**config.mk**
```make
export PLATFORM = sky130hd
export DESIGN_NAME = rtp_receive_statistics
export DESIGN_NICKNAME = d
export VERILOG_FILES = /design/src/sv/rtps_pkg.sv /design/src/sv/rtp_receive_statistics.sv
export SDC_FILE = /design/constraint.sdc
export NUM_CORES = 2
export LEC_CHECK = 0
export ABC_AREA = 1
export BUFFER_PORTS_ARGS = -buffer_cell sky130_fd_sc_hd__buf_2
export CORE_MARGIN = 3
export CORE_UTILIZATION = 25
export CTS_BUF_LIST = sky130_fd_sc_hd__clkbuf_16
export DETAILED_ROUTE_END_ITERATION = 10
export PLACE_DENSITY = 0.41
export SLEW_MARGIN = 25
export SYNTH_ARGS = -nofsm -noshare
export SYNTH_HDL_FRONTEND = slang
export SYNTH_SLANG_ARGS = --single-unit
```
**constraint.sdc**
```tcl
create_clock -name clk_i -period 16.2 [get_ports clk_i]
set_input_delay 3.24 -clock clk_i [delete_from_list [all_inputs] [get_ports clk_i]]
set_output_delay 3.24 -clock clk_i [all_outputs]
set_load 0.03 [all_outputs]
```
**src/sv/rtps_pkg.sv**
```systemverilog
`timescale 1ns / 1ps
package rtps_pkg;

  localparam int unsigned NumMetrics = 4;
  localparam int unsigned MetricW    = 25;
  localparam int unsigned DivW       = 48;
  localparam int unsigned DenW       = 32;
  localparam int unsigned MulAW      = 33;
  localparam int unsigned MulBW      = 15;
  localparam int unsigned CfgIdxW    = 2;
  localparam int unsigned CfgDataW   = 16;
  localparam int unsigned InDataW    = 72;
  localparam int unsigned OutDataW   = 136;

  localparam logic signed [MetricW-1:0] MetricMax = 25'sd16777215;
  localparam logic signed [MetricW-1:0] MetricMin = -25'sd32768;

  localparam logic [MulBW-1:0] BitsPerByte = 15'd8;
  localparam logic [MulBW-1:0] MsPerS      = 15'd1000;
  localparam logic [MulBW-1:0] LossScaleQ8 = 15'd25600;

  typedef enum logic [CfgIdxW-1:0] {
    REG_PAYLOAD_TYPE = 2'd0,
    REG_DROPOUT_THR  = 2'd1,
    REG_INTERVAL     = 2'd2,
    REG_UNUSED       = 2'd3
  } reg_idx_e;

  typedef enum logic [1:0] {
    MET_BIT_RATE    = 2'd0,
    MET_PACKET_RATE = 2'd1,
    MET_LOSS        = 2'd2,
    MET_FRAME_RATE  = 2'd3
  } metric_e;

  typedef struct packed {
    logic [31:0]               dropout_count;
    logic signed [MetricW-1:0] average;
    logic signed [MetricW-1:0] maximum;
    logic signed [MetricW-1:0] minimum;
    logic signed [MetricW-1:0] latest;
  } result_t;

  // magnitude and sign to a clamped metric value
  function automatic logic signed [MetricW-1:0] clamp_metric(
    input logic [DivW-1:0] mag,
    input logic            neg
  );
    logic signed [MetricW-1:0] res;
    if (neg) begin
      if (mag > DivW'(32768)) res = MetricMin;
      else res = -$signed(mag[MetricW-1:0]);
    end else begin
      if (mag > DivW'(16777215)) res = MetricMax;
      else res = $signed(mag[MetricW-1:0]);
    end
    return res;
  endfunction

  function automatic logic [31:0] sat_inc32(input logic [31:0] x);
    return (x == 32'hffff_ffff) ? x : x + 32'd1;
  endfunction

endpackage

```
**src/sv/rtp_receive_statistics.sv**
```systemverilog
`timescale 1ns / 1ps
// channel  | dir | handshake          | payload
// s_axis   | in  | tvalid/tready      | tdata: type_byte, seq_number, packet_length, arrival_ms
// m_axis   | out | tvalid/tready      | tdata: latest..dropout_count, tuser: metric, tlast: last
// cfg      | in  | cfg_we_i           | cfg_index_i, cfg_data_i
// a packet that does not close the interval only updates the counters.
// a closing packet first computes the four rates, then per metric walks the
// window (read, then accumulate per entry), divides for the average and outputs.
// all divisions share one 48-step restoring divider; the window sits in one two-port memory.
// s_axis_tready is low while results are built or wait on m_axis_tready.
// rst_ni clears all counters and the window fill at once; no clearing pass.
module rtp_receive_statistics import rtps_pkg::*; #(
  parameter int unsigned WINDOW_DEPTH = 16
) (
  input  logic                clk_i,
  input  logic                rst_ni,
  input  logic                s_axis_tvalid,
  output logic                s_axis_tready,
  // type_byte[7:0], seq_number[23:8], packet_length[39:24], arrival_ms[71:40]
  input  logic [InDataW-1:0]  s_axis_tdata,
  output logic                m_axis_tvalid,
  input  logic                m_axis_tready,
  // latest[24:0], minimum[49:25], maximum[74:50], average[99:75],
  // dropout_count[131:100], zero[135:132]
  output logic [OutDataW-1:0] m_axis_tdata,
  // metric[1:0]
  output logic [1:0]          m_axis_tuser,
  output logic                m_axis_tlast,
  input  logic                cfg_we_i,
  input  logic [CfgIdxW-1:0]  cfg_index_i,
  input  logic [CfgDataW-1:0] cfg_data_i
);

  localparam int unsigned SlotW = (WINDOW_DEPTH > 1) ? $clog2(WINDOW_DEPTH) : 1;
  localparam int unsigned FillW = $clog2(WINDOW_DEPTH + 1);
  localparam int unsigned MemDepth = NumMetrics * WINDOW_DEPTH;
  localparam int unsigned AddrW = $clog2(MemDepth);
  localparam int unsigned SumW = MetricW + FillW;

  typedef enum logic [7:0] {
    ST_IDLE = 8'b0000_0001,
    ST_PREP = 8'b0000_0010,
    ST_DIV  = 8'b0000_0100,
    ST_SAT  = 8'b0000_1000,
    ST_WALK = 8'b0001_0000,
    ST_ACC  = 8'b0010_0000,
    ST_AVG  = 8'b0100_0000,
    ST_OUT  = 8'b1000_0000
  } state_e;

  state_e state_q;

  logic [6:0]  pt_q;
  logic [15:0] thr_q;
  logic [15:0] interval_q;

  logic [31:0] start_ms_q, prev_ms_q, byte_q, pkt_q, frame_q, drop_q;
  logic [15:0] start_seq_q;
  logic [SlotW-1:0] slot_q;
  logic [FillW-1:0] fill_q;

  logic [31:0] elapsed_q;
  logic [16:0] expected_q;
  logic [1:0]  m_q;
  logic        avg_phase_q;
  logic        neg_q;
  logic [DivW-1:0] num_q;
  logic [DenW-1:0] den_q;
  logic [DenW:0]   rem_q;
  logic [5:0]      cnt_q;
  logic signed [MetricW-1:0] val_q [NumMetrics];
  logic [FillW-1:0] idx_q;
  logic signed [SumW-1:0] sum_q;
  logic signed [MetricW-1:0] lo_q, hi_q;
  result_t out_q;
  logic [1:0] metric_q;
  logic    last_q;

  logic [MetricW-1:0] mem [MemDepth];
  logic [MetricW-1:0] rd_data_q;

  // packet update
  logic [7:0]  in_tb;
  logic [15:0] in_seq, in_len;
  logic [31:0] in_now;
  logic        accept, first;
  logic [31:0] start_d, prev_eff, gap, elapsed_d, byte_d;
  logic [32:0] byte_sum;
  logic [15:0] start_seq_d;

  assign in_tb  = s_axis_tdata[7:0];
  assign in_seq = s_axis_tdata[23:8];
  assign in_len = s_axis_tdata[39:24];
  assign in_now = s_axis_tdata[71:40];

  assign s_axis_tready = (state_q == ST_IDLE);
  assign accept = s_axis_tvalid && s_axis_tready && (in_tb[6:0] == pt_q);
  assign first = (pkt_q == 32'd0);
  assign start_d = first ? in_now : start_ms_q;
  assign start_seq_d = first ? in_seq : start_seq_q;
  assign prev_eff = (first && fill_q == '0) ? in_now : prev_ms_q;
  assign gap = in_now - prev_eff;
  assign elapsed_d = in_now - start_d;
  assign byte_sum = {1'b0, byte_q} + {17'd0, in_len};
  assign byte_d = byte_sum[32] ? 32'hffff_ffff : byte_sum[31:0];

  // operand select for the rate multiply
  logic [MulAW-1:0] mul_a;
  logic [MulBW-1:0] mul_b;
  logic [DenW-1:0]  den_sel;
  logic             neg_sel;
  logic signed [MulAW:0] diff;

  assign diff = $signed({17'd0, expected_q}) - $signed({2'd0, pkt_q});

  always_comb begin
    mul_a = {1'b0, byte_q};
    mul_b = BitsPerByte;
    den_sel = elapsed_q;
    neg_sel = 1'b0;
    unique case (metric_e'(m_q))
      MET_BIT_RATE: begin
        mul_a = {1'b0, byte_q};
        mul_b = BitsPerByte;
      end
      MET_PACKET_RATE: begin
        mul_a = MulAW'(expected_q);
        mul_b = MsPerS;
      end
      MET_LOSS: begin
        neg_sel = diff[MulAW];
        mul_a = neg_sel ? MulAW'(-diff) : MulAW'(diff);
        mul_b = LossScaleQ8;
        den_sel = DenW'(expected_q);
      end
      MET_FRAME_RATE: begin
        mul_a = {1'b0, frame_q};
        mul_b = MsPerS;
      end
      default: ;
    endcase
  end

  // divider step
  logic [DenW:0] rem_sh, rem_sub;
  logic          q_bit;
  assign rem_sh = {rem_q[DenW-1:0], num_q[DivW-1]};
  assign rem_sub = rem_sh - {1'b0, den_q};
  assign q_bit = (rem_sh >= {1'b0, den_q});

  logic signed [MetricW-1:0] sat_val;
  assign sat_val = clamp_metric(num_q, neg_q);

  logic signed [MetricW-1:0] rd_val;
  assign rd_val = $signed(rd_data_q);

  logic [SumW-1:0] sum_mag;
  assign sum_mag = sum_q[SumW-1] ? SumW'(-sum_q) : SumW'(sum_q);

  logic mem_we;
  logic [AddrW-1:0] waddr, raddr;
  assign mem_we = (state_q == ST_SAT) && !avg_phase_q;
  assign waddr = AddrW'(m_q) * AddrW'(WINDOW_DEPTH) + AddrW'(slot_q);
  assign raddr = AddrW'(m_q) * AddrW'(WINDOW_DEPTH) + AddrW'(idx_q[SlotW-1:0]);

  always_ff @(posedge clk_i) begin
    if (mem_we) begin
      mem[waddr] <= sat_val;
    end
    rd_data_q <= mem[raddr];
  end

  always_ff @(posedge clk_i or negedge rst_ni) begin
    if (!rst_ni) begin
      state_q <= ST_IDLE;
      pt_q <= '0;
      thr_q <= '0;
      interval_q <= 16'd1000;
      start_ms_q <= '0;
      prev_ms_q <= '0;
      start_seq_q <= '0;
      byte_q <= '0;
      pkt_q <= '0;
      frame_q <= '0;
      drop_q <= '0;
      slot_q <= '0;
      fill_q <= '0;
      m_q <= '0;
      avg_phase_q <= 1'b0;
      cnt_q <= '0;
      idx_q <= '0;
    end else begin
      if (cfg_we_i) begin
        unique case (reg_idx_e'(cfg_index_i))
          REG_PAYLOAD_TYPE: pt_q <= cfg_data_i[6:0];
          REG_DROPOUT_THR:  thr_q <= cfg_data_i;
          REG_INTERVAL:     interval_q <= cfg_data_i;
          REG_UNUSED:       ;
          default:          ;
        endcase
      end
      unique case (state_q)
        ST_IDLE: begin
          if (accept) begin
            start_ms_q <= start_d;
            start_seq_q <= start_seq_d;
            byte_q <= byte_d;
            pkt_q <= sat_inc32(pkt_q);
            if (in_tb[7]) frame_q <= sat_inc32(frame_q);
            if (gap > {16'd0, thr_q}) drop_q <= sat_inc32(drop_q);
            prev_ms_q <= in_now;
            if (elapsed_d > {16'd0, interval_q}) begin
              elapsed_q <= elapsed_d;
              expected_q <= {1'b0, in_seq - start_seq_d} + 17'd1;
              m_q <= '0;
              avg_phase_q <= 1'b0;
              state_q <= ST_PREP;
            end
          end
        end
        ST_PREP: begin
          num_q <= mul_a * mul_b;
          den_q <= den_sel;
          neg_q <= neg_sel;
          rem_q <= '0;
          cnt_q <= '0;
          state_q <= ST_DIV;
        end
        ST_DIV: begin
          rem_q <= q_bit ? rem_sub : rem_sh;
          num_q <= {num_q[DivW-2:0], q_bit};
          cnt_q <= cnt_q + 6'd1;
          if (cnt_q == 6'(DivW - 1)) state_q <= ST_SAT;
        end
        ST_SAT: begin
          if (avg_phase_q) begin
            metric_q <= m_q;
            out_q.latest <= val_q[m_q];
            out_q.minimum <= lo_q;
            out_q.maximum <= hi_q;
            out_q.average <= sat_val;
            out_q.dropout_count <= drop_q;
            last_q <= (m_q == 2'(NumMetrics - 1));
            state_q <= ST_OUT;
          end else begin
            val_q[m_q] <= sat_val;
            if (m_q == 2'(NumMetrics - 1)) begin
              slot_q <= (slot_q == SlotW'(WINDOW_DEPTH - 1)) ? '0 : slot_q + 1'b1;
              if (fill_q != FillW'(WINDOW_DEPTH)) fill_q <= fill_q + 1'b1;
              byte_q <= '0;
              pkt_q <= '0;
              frame_q <= '0;
              m_q <= '0;
              avg_phase_q <= 1'b1;
              idx_q <= '0;
              sum_q <= '0;
              lo_q <= MetricMax;
              hi_q <= MetricMin;
              state_q <= ST_WALK;
            end else begin
              m_q <= m_q + 2'd1;
              state_q <= ST_PREP;
            end
          end
        end
        ST_WALK: begin
          state_q <= ST_ACC;
        end
        ST_ACC: begin
          sum_q <= sum_q + SumW'(rd_val);
          if (rd_val < lo_q) lo_q <= rd_val;
          if (rd_val > hi_q) hi_q <= rd_val;
          idx_q <= idx_q + 1'b1;
          if (idx_q + 1'b1 == fill_q) state_q <= ST_AVG;
          else state_q <= ST_WALK;
        end
        ST_AVG: begin
          num_q <= DivW'(sum_mag);
          den_q <= DenW'(fill_q);
          neg_q <= sum_q[SumW-1];
          rem_q <= '0;
          cnt_q <= '0;
          state_q <= ST_DIV;
        end
        ST_OUT: begin
          if (m_axis_tready) begin
            if (last_q) begin
              avg_phase_q <= 1'b0;
              state_q <= ST_IDLE;
            end else begin
              m_q <= m_q + 2'd1;
              idx_q <= '0;
              sum_q <= '0;
              lo_q <= MetricMax;
              hi_q <= MetricMin;
              state_q <= ST_WALK;
            end
          end
        end
        default: state_q <= ST_IDLE;
      endcase
    end
  end

  assign m_axis_tvalid = (state_q == ST_OUT);
  assign m_axis_tdata = {4'b0000, out_q};
  assign m_axis_tuser = metric_q;
  assign m_axis_tlast = last_q;

endmodule

```
==> results.cfg <==
[floorplan]
initial_core_util_pct = 25.16
die_area_um2 = 483600
row_count = 252
ios = 236
dieHeight_um = 695.4
core_area_um2 = 472300
die_x_um = 695.4

[synthesis]
syn_area_um2 = 118800
ys_ff_latch = 2380
async_flop_share_pct = 11.68
synth_top_area_share_pct = 52.49
yosysTopAreaCell = edfxtp_1
ys_warn_count = 0
synth_area_per_cell_um2 = 10.66
synth_edf_count = 2077
synth_area_leaders = edfxtp_1 52%, nand2_1 5.9%, dfrtp_1 5.7%
synthFlopType = edfxtp_1
yosysUniqueCellTypes = 68
netlist_instances = 11150
ys_seq_area_share_pct = 58.78

[cells_and_area]
final_common_cell = edfxtp_1
final_cell_mix = 2,077 x edfxtp_1, 1,869 x nand2_1, 1,322 x a21oi_1
drive_above_1_share_pct = 8.434
nets = 12200
final_core_util_pct = 29.16
fin_cells = 17830
area_growth_pct = 15.92

[placement]
gp_congestion = 0.8705
port_buffers = 231
hpwl_mm = 284.3
place_inst = 17310

[setup_path]
path_depth = 36
critPathBufInv = 7
crit_arrival_ps = 10570
critPathTopFamily = adder cells
worst_r2r_path_depth = 36
endpoint_kind = flop
worstPathMaxFanout = 75
start_kind = flop
r2r-end = num_q[43]
criticalPathCategory = flop to flop
slowest_delay_ps = 1060
slowest_stage = o21ai_0
reg2reg_from = m_q[0]
r2r_slack_ps = 6270
crit_top_cell = nand2_1
cp.required_ps = 16830

[timing]
timing.fmax_mhz = 100.7
slew_headroom_pct = 18.34
worstMarginPinSlew_ps = 1212
final.setup.tns_ps = 0
finalCritPeriodShare_pct = 61.31
slew_violations = 0
rsz0062_at_grt = false
worst_hold_slack_ps = 449.2
clock_skew_ps = 61.48
finalHoldViolCount = 0
min_period_ps = 9932
setup_viol = 0

[global_route]
grt_start_max_net_pins = 147
grt_pass1_wl_mm = 612.1
gr-usage-all-layers_pct = 17.10
antenna_found_initial = 35
grt-ovfl-total = 0
grt_pass1_vias = 83450

[clocking]
cts_hold_buf = 0
cts_sinks = 2380
cts_tree = yes
clk_latency_ps = 940
cts_setup_buffers = 0
clockBufferDepth = 4
cts_made_buffers = 277
cts-root-buf = clkbuf_16
path_clk_slew_ps = 60
h-tree-depth = 5
cts_resized = 0

[worst_hold_path]
hold_depth = 0
min_to = m_axis_tdata[32]
min-delay-start = lo_q[7]
hp-class = flop to flop

[flow_run]
maxCapViolCount = 0

[route]
avgRoutedWirePerCell_um = 23.83
drc = 0
ant_nets = 0
totalWireLength_mm = 424.9
num_vias = 85860
via_per_inst = 4.816
first_pass_iters = 6
drtIter0Drc = 8043

[power_and_ir_drop]
power_mw = 17.12
p_leak_nw = 52.15
power_density_nw_per_um2 = 124.3
vdd.ir_drop.worst_v = 0.0001054

[status]
outcome = completed
==> metal layers <==
metal,up-vias,global-route usage [%],share of wire (%)
met1,43050,25.20,48
met3,442,1.945,5.0
met2,2121,26.56,45
li1,40240,-,-
met4,4,4.290,2.6
met5,-,0,0.0064
==> where the power goes <==
group          internal (mW)  switching (mW)  leakage (nW)
Clock                   3.38            2.70          4.46
Sequential              6.84           0.236          22.4
Combinational           1.11            2.85          25.3
Total                   11.3            5.79          52.2
==> registers in the layout, summed over array words and instances (netlist names), 7 cells and up <==
name / cells
state_q: 8
elapsed_q: 32
hi_q: 25
start_seq_q: 16
rd_data_q: 25
pkt_q: 32
pt_q: 7
byte_q: 32
interval_q: 16
lo_q: 25
start_ms_q: 32
expected_q: 17
frame_q: 32
rem_q: 32
prev_ms_q: 32
sum_q: 30
val_q: 100
m_axis_tdata: 132
num_q: 48
thr_q: 16
den_q: 32
mem: 1600
drop_q: 32
==> cell families after synthesis <==
kind of cell    share of synthesized area, %
compound gates                         13.53
xor+xnor                               1.408
other cells                         0.003156
simple gates                           12.06
flops                                  58.78
fa+ha+maj                              8.978
buf+inv                                5.239
==> area by class of cell <==
class / instances / area, um^2
clock buffers: 282 / 7057
diodes: 10 / 25.02
multi-input cells: 7123 / 43650
flip-flops and latches: 2380 / 69860
fillers: 49140 / 334600
repair buffers: 420 / 3343
clock inverters: 217 / 1580
well taps: 6223 / 7786
inverters: 1174 / 4429
==> how the worst max path moves through the flow <==
stage	from	to	slack, ps
after detailed placement	m_q[0]	num_q[43]	6460
after floorplan	s_axis_tdata[40]	elapsed_q[0]	6320
after CTS	m_q[0]	num_q[43]	6410
final	m_q[0]	num_q[43]	6270
after global placement	m_q[0]	num_q[43]	6480
after global routing	m_q[0]	num_q[43]	5880
==> worst register-to-register path: cells and delay by family (launching register included) <==
kind                       cells  cell delay (ps)
and+or+nand+nor               16             1680
adders and majority gates      9             3040
AOI/OAI and AO/OA              4             1920
buffers and inverters          7             2260
DFF                            1              780
==> cells in the mapped netlist, types with 10 or more instances <==
library cell  count
a21oi_1        1322
nand3b_1         13
ha_1            523
dfxtp_1          25
a31oi_1          26
o221ai_1        424
o22ai_1          35
dfrtp_1         271
o211ai_1         52
nor2_1          717
clkbuf_1        437
inv_1          1166
o21a_1           26
nor3_1          127
edfxtp_1       2077
or2_2            23
xnor2_1          64
nor4_1           55
a21boi_0         15
buf_1            21
nand4_1         119
nand3_1         457
o31ai_1          27
xor2_1          127
nand2_1        1880
a21o_1           35
o21bai_1         10
fa_1            206
o21ai_0         750
==> stage by stage <==
stage | cell area [um^2] | setup slack [ps]
CTS | 137500 | 6410
global placement | 128100 | 6480
finish | 137700 | 6268
global route | 137700 | 5884
floorplan | 118800 | 6317
detailed placement | 128900 | 6463
No activity file was read; power rests on OpenSTA's default activity.
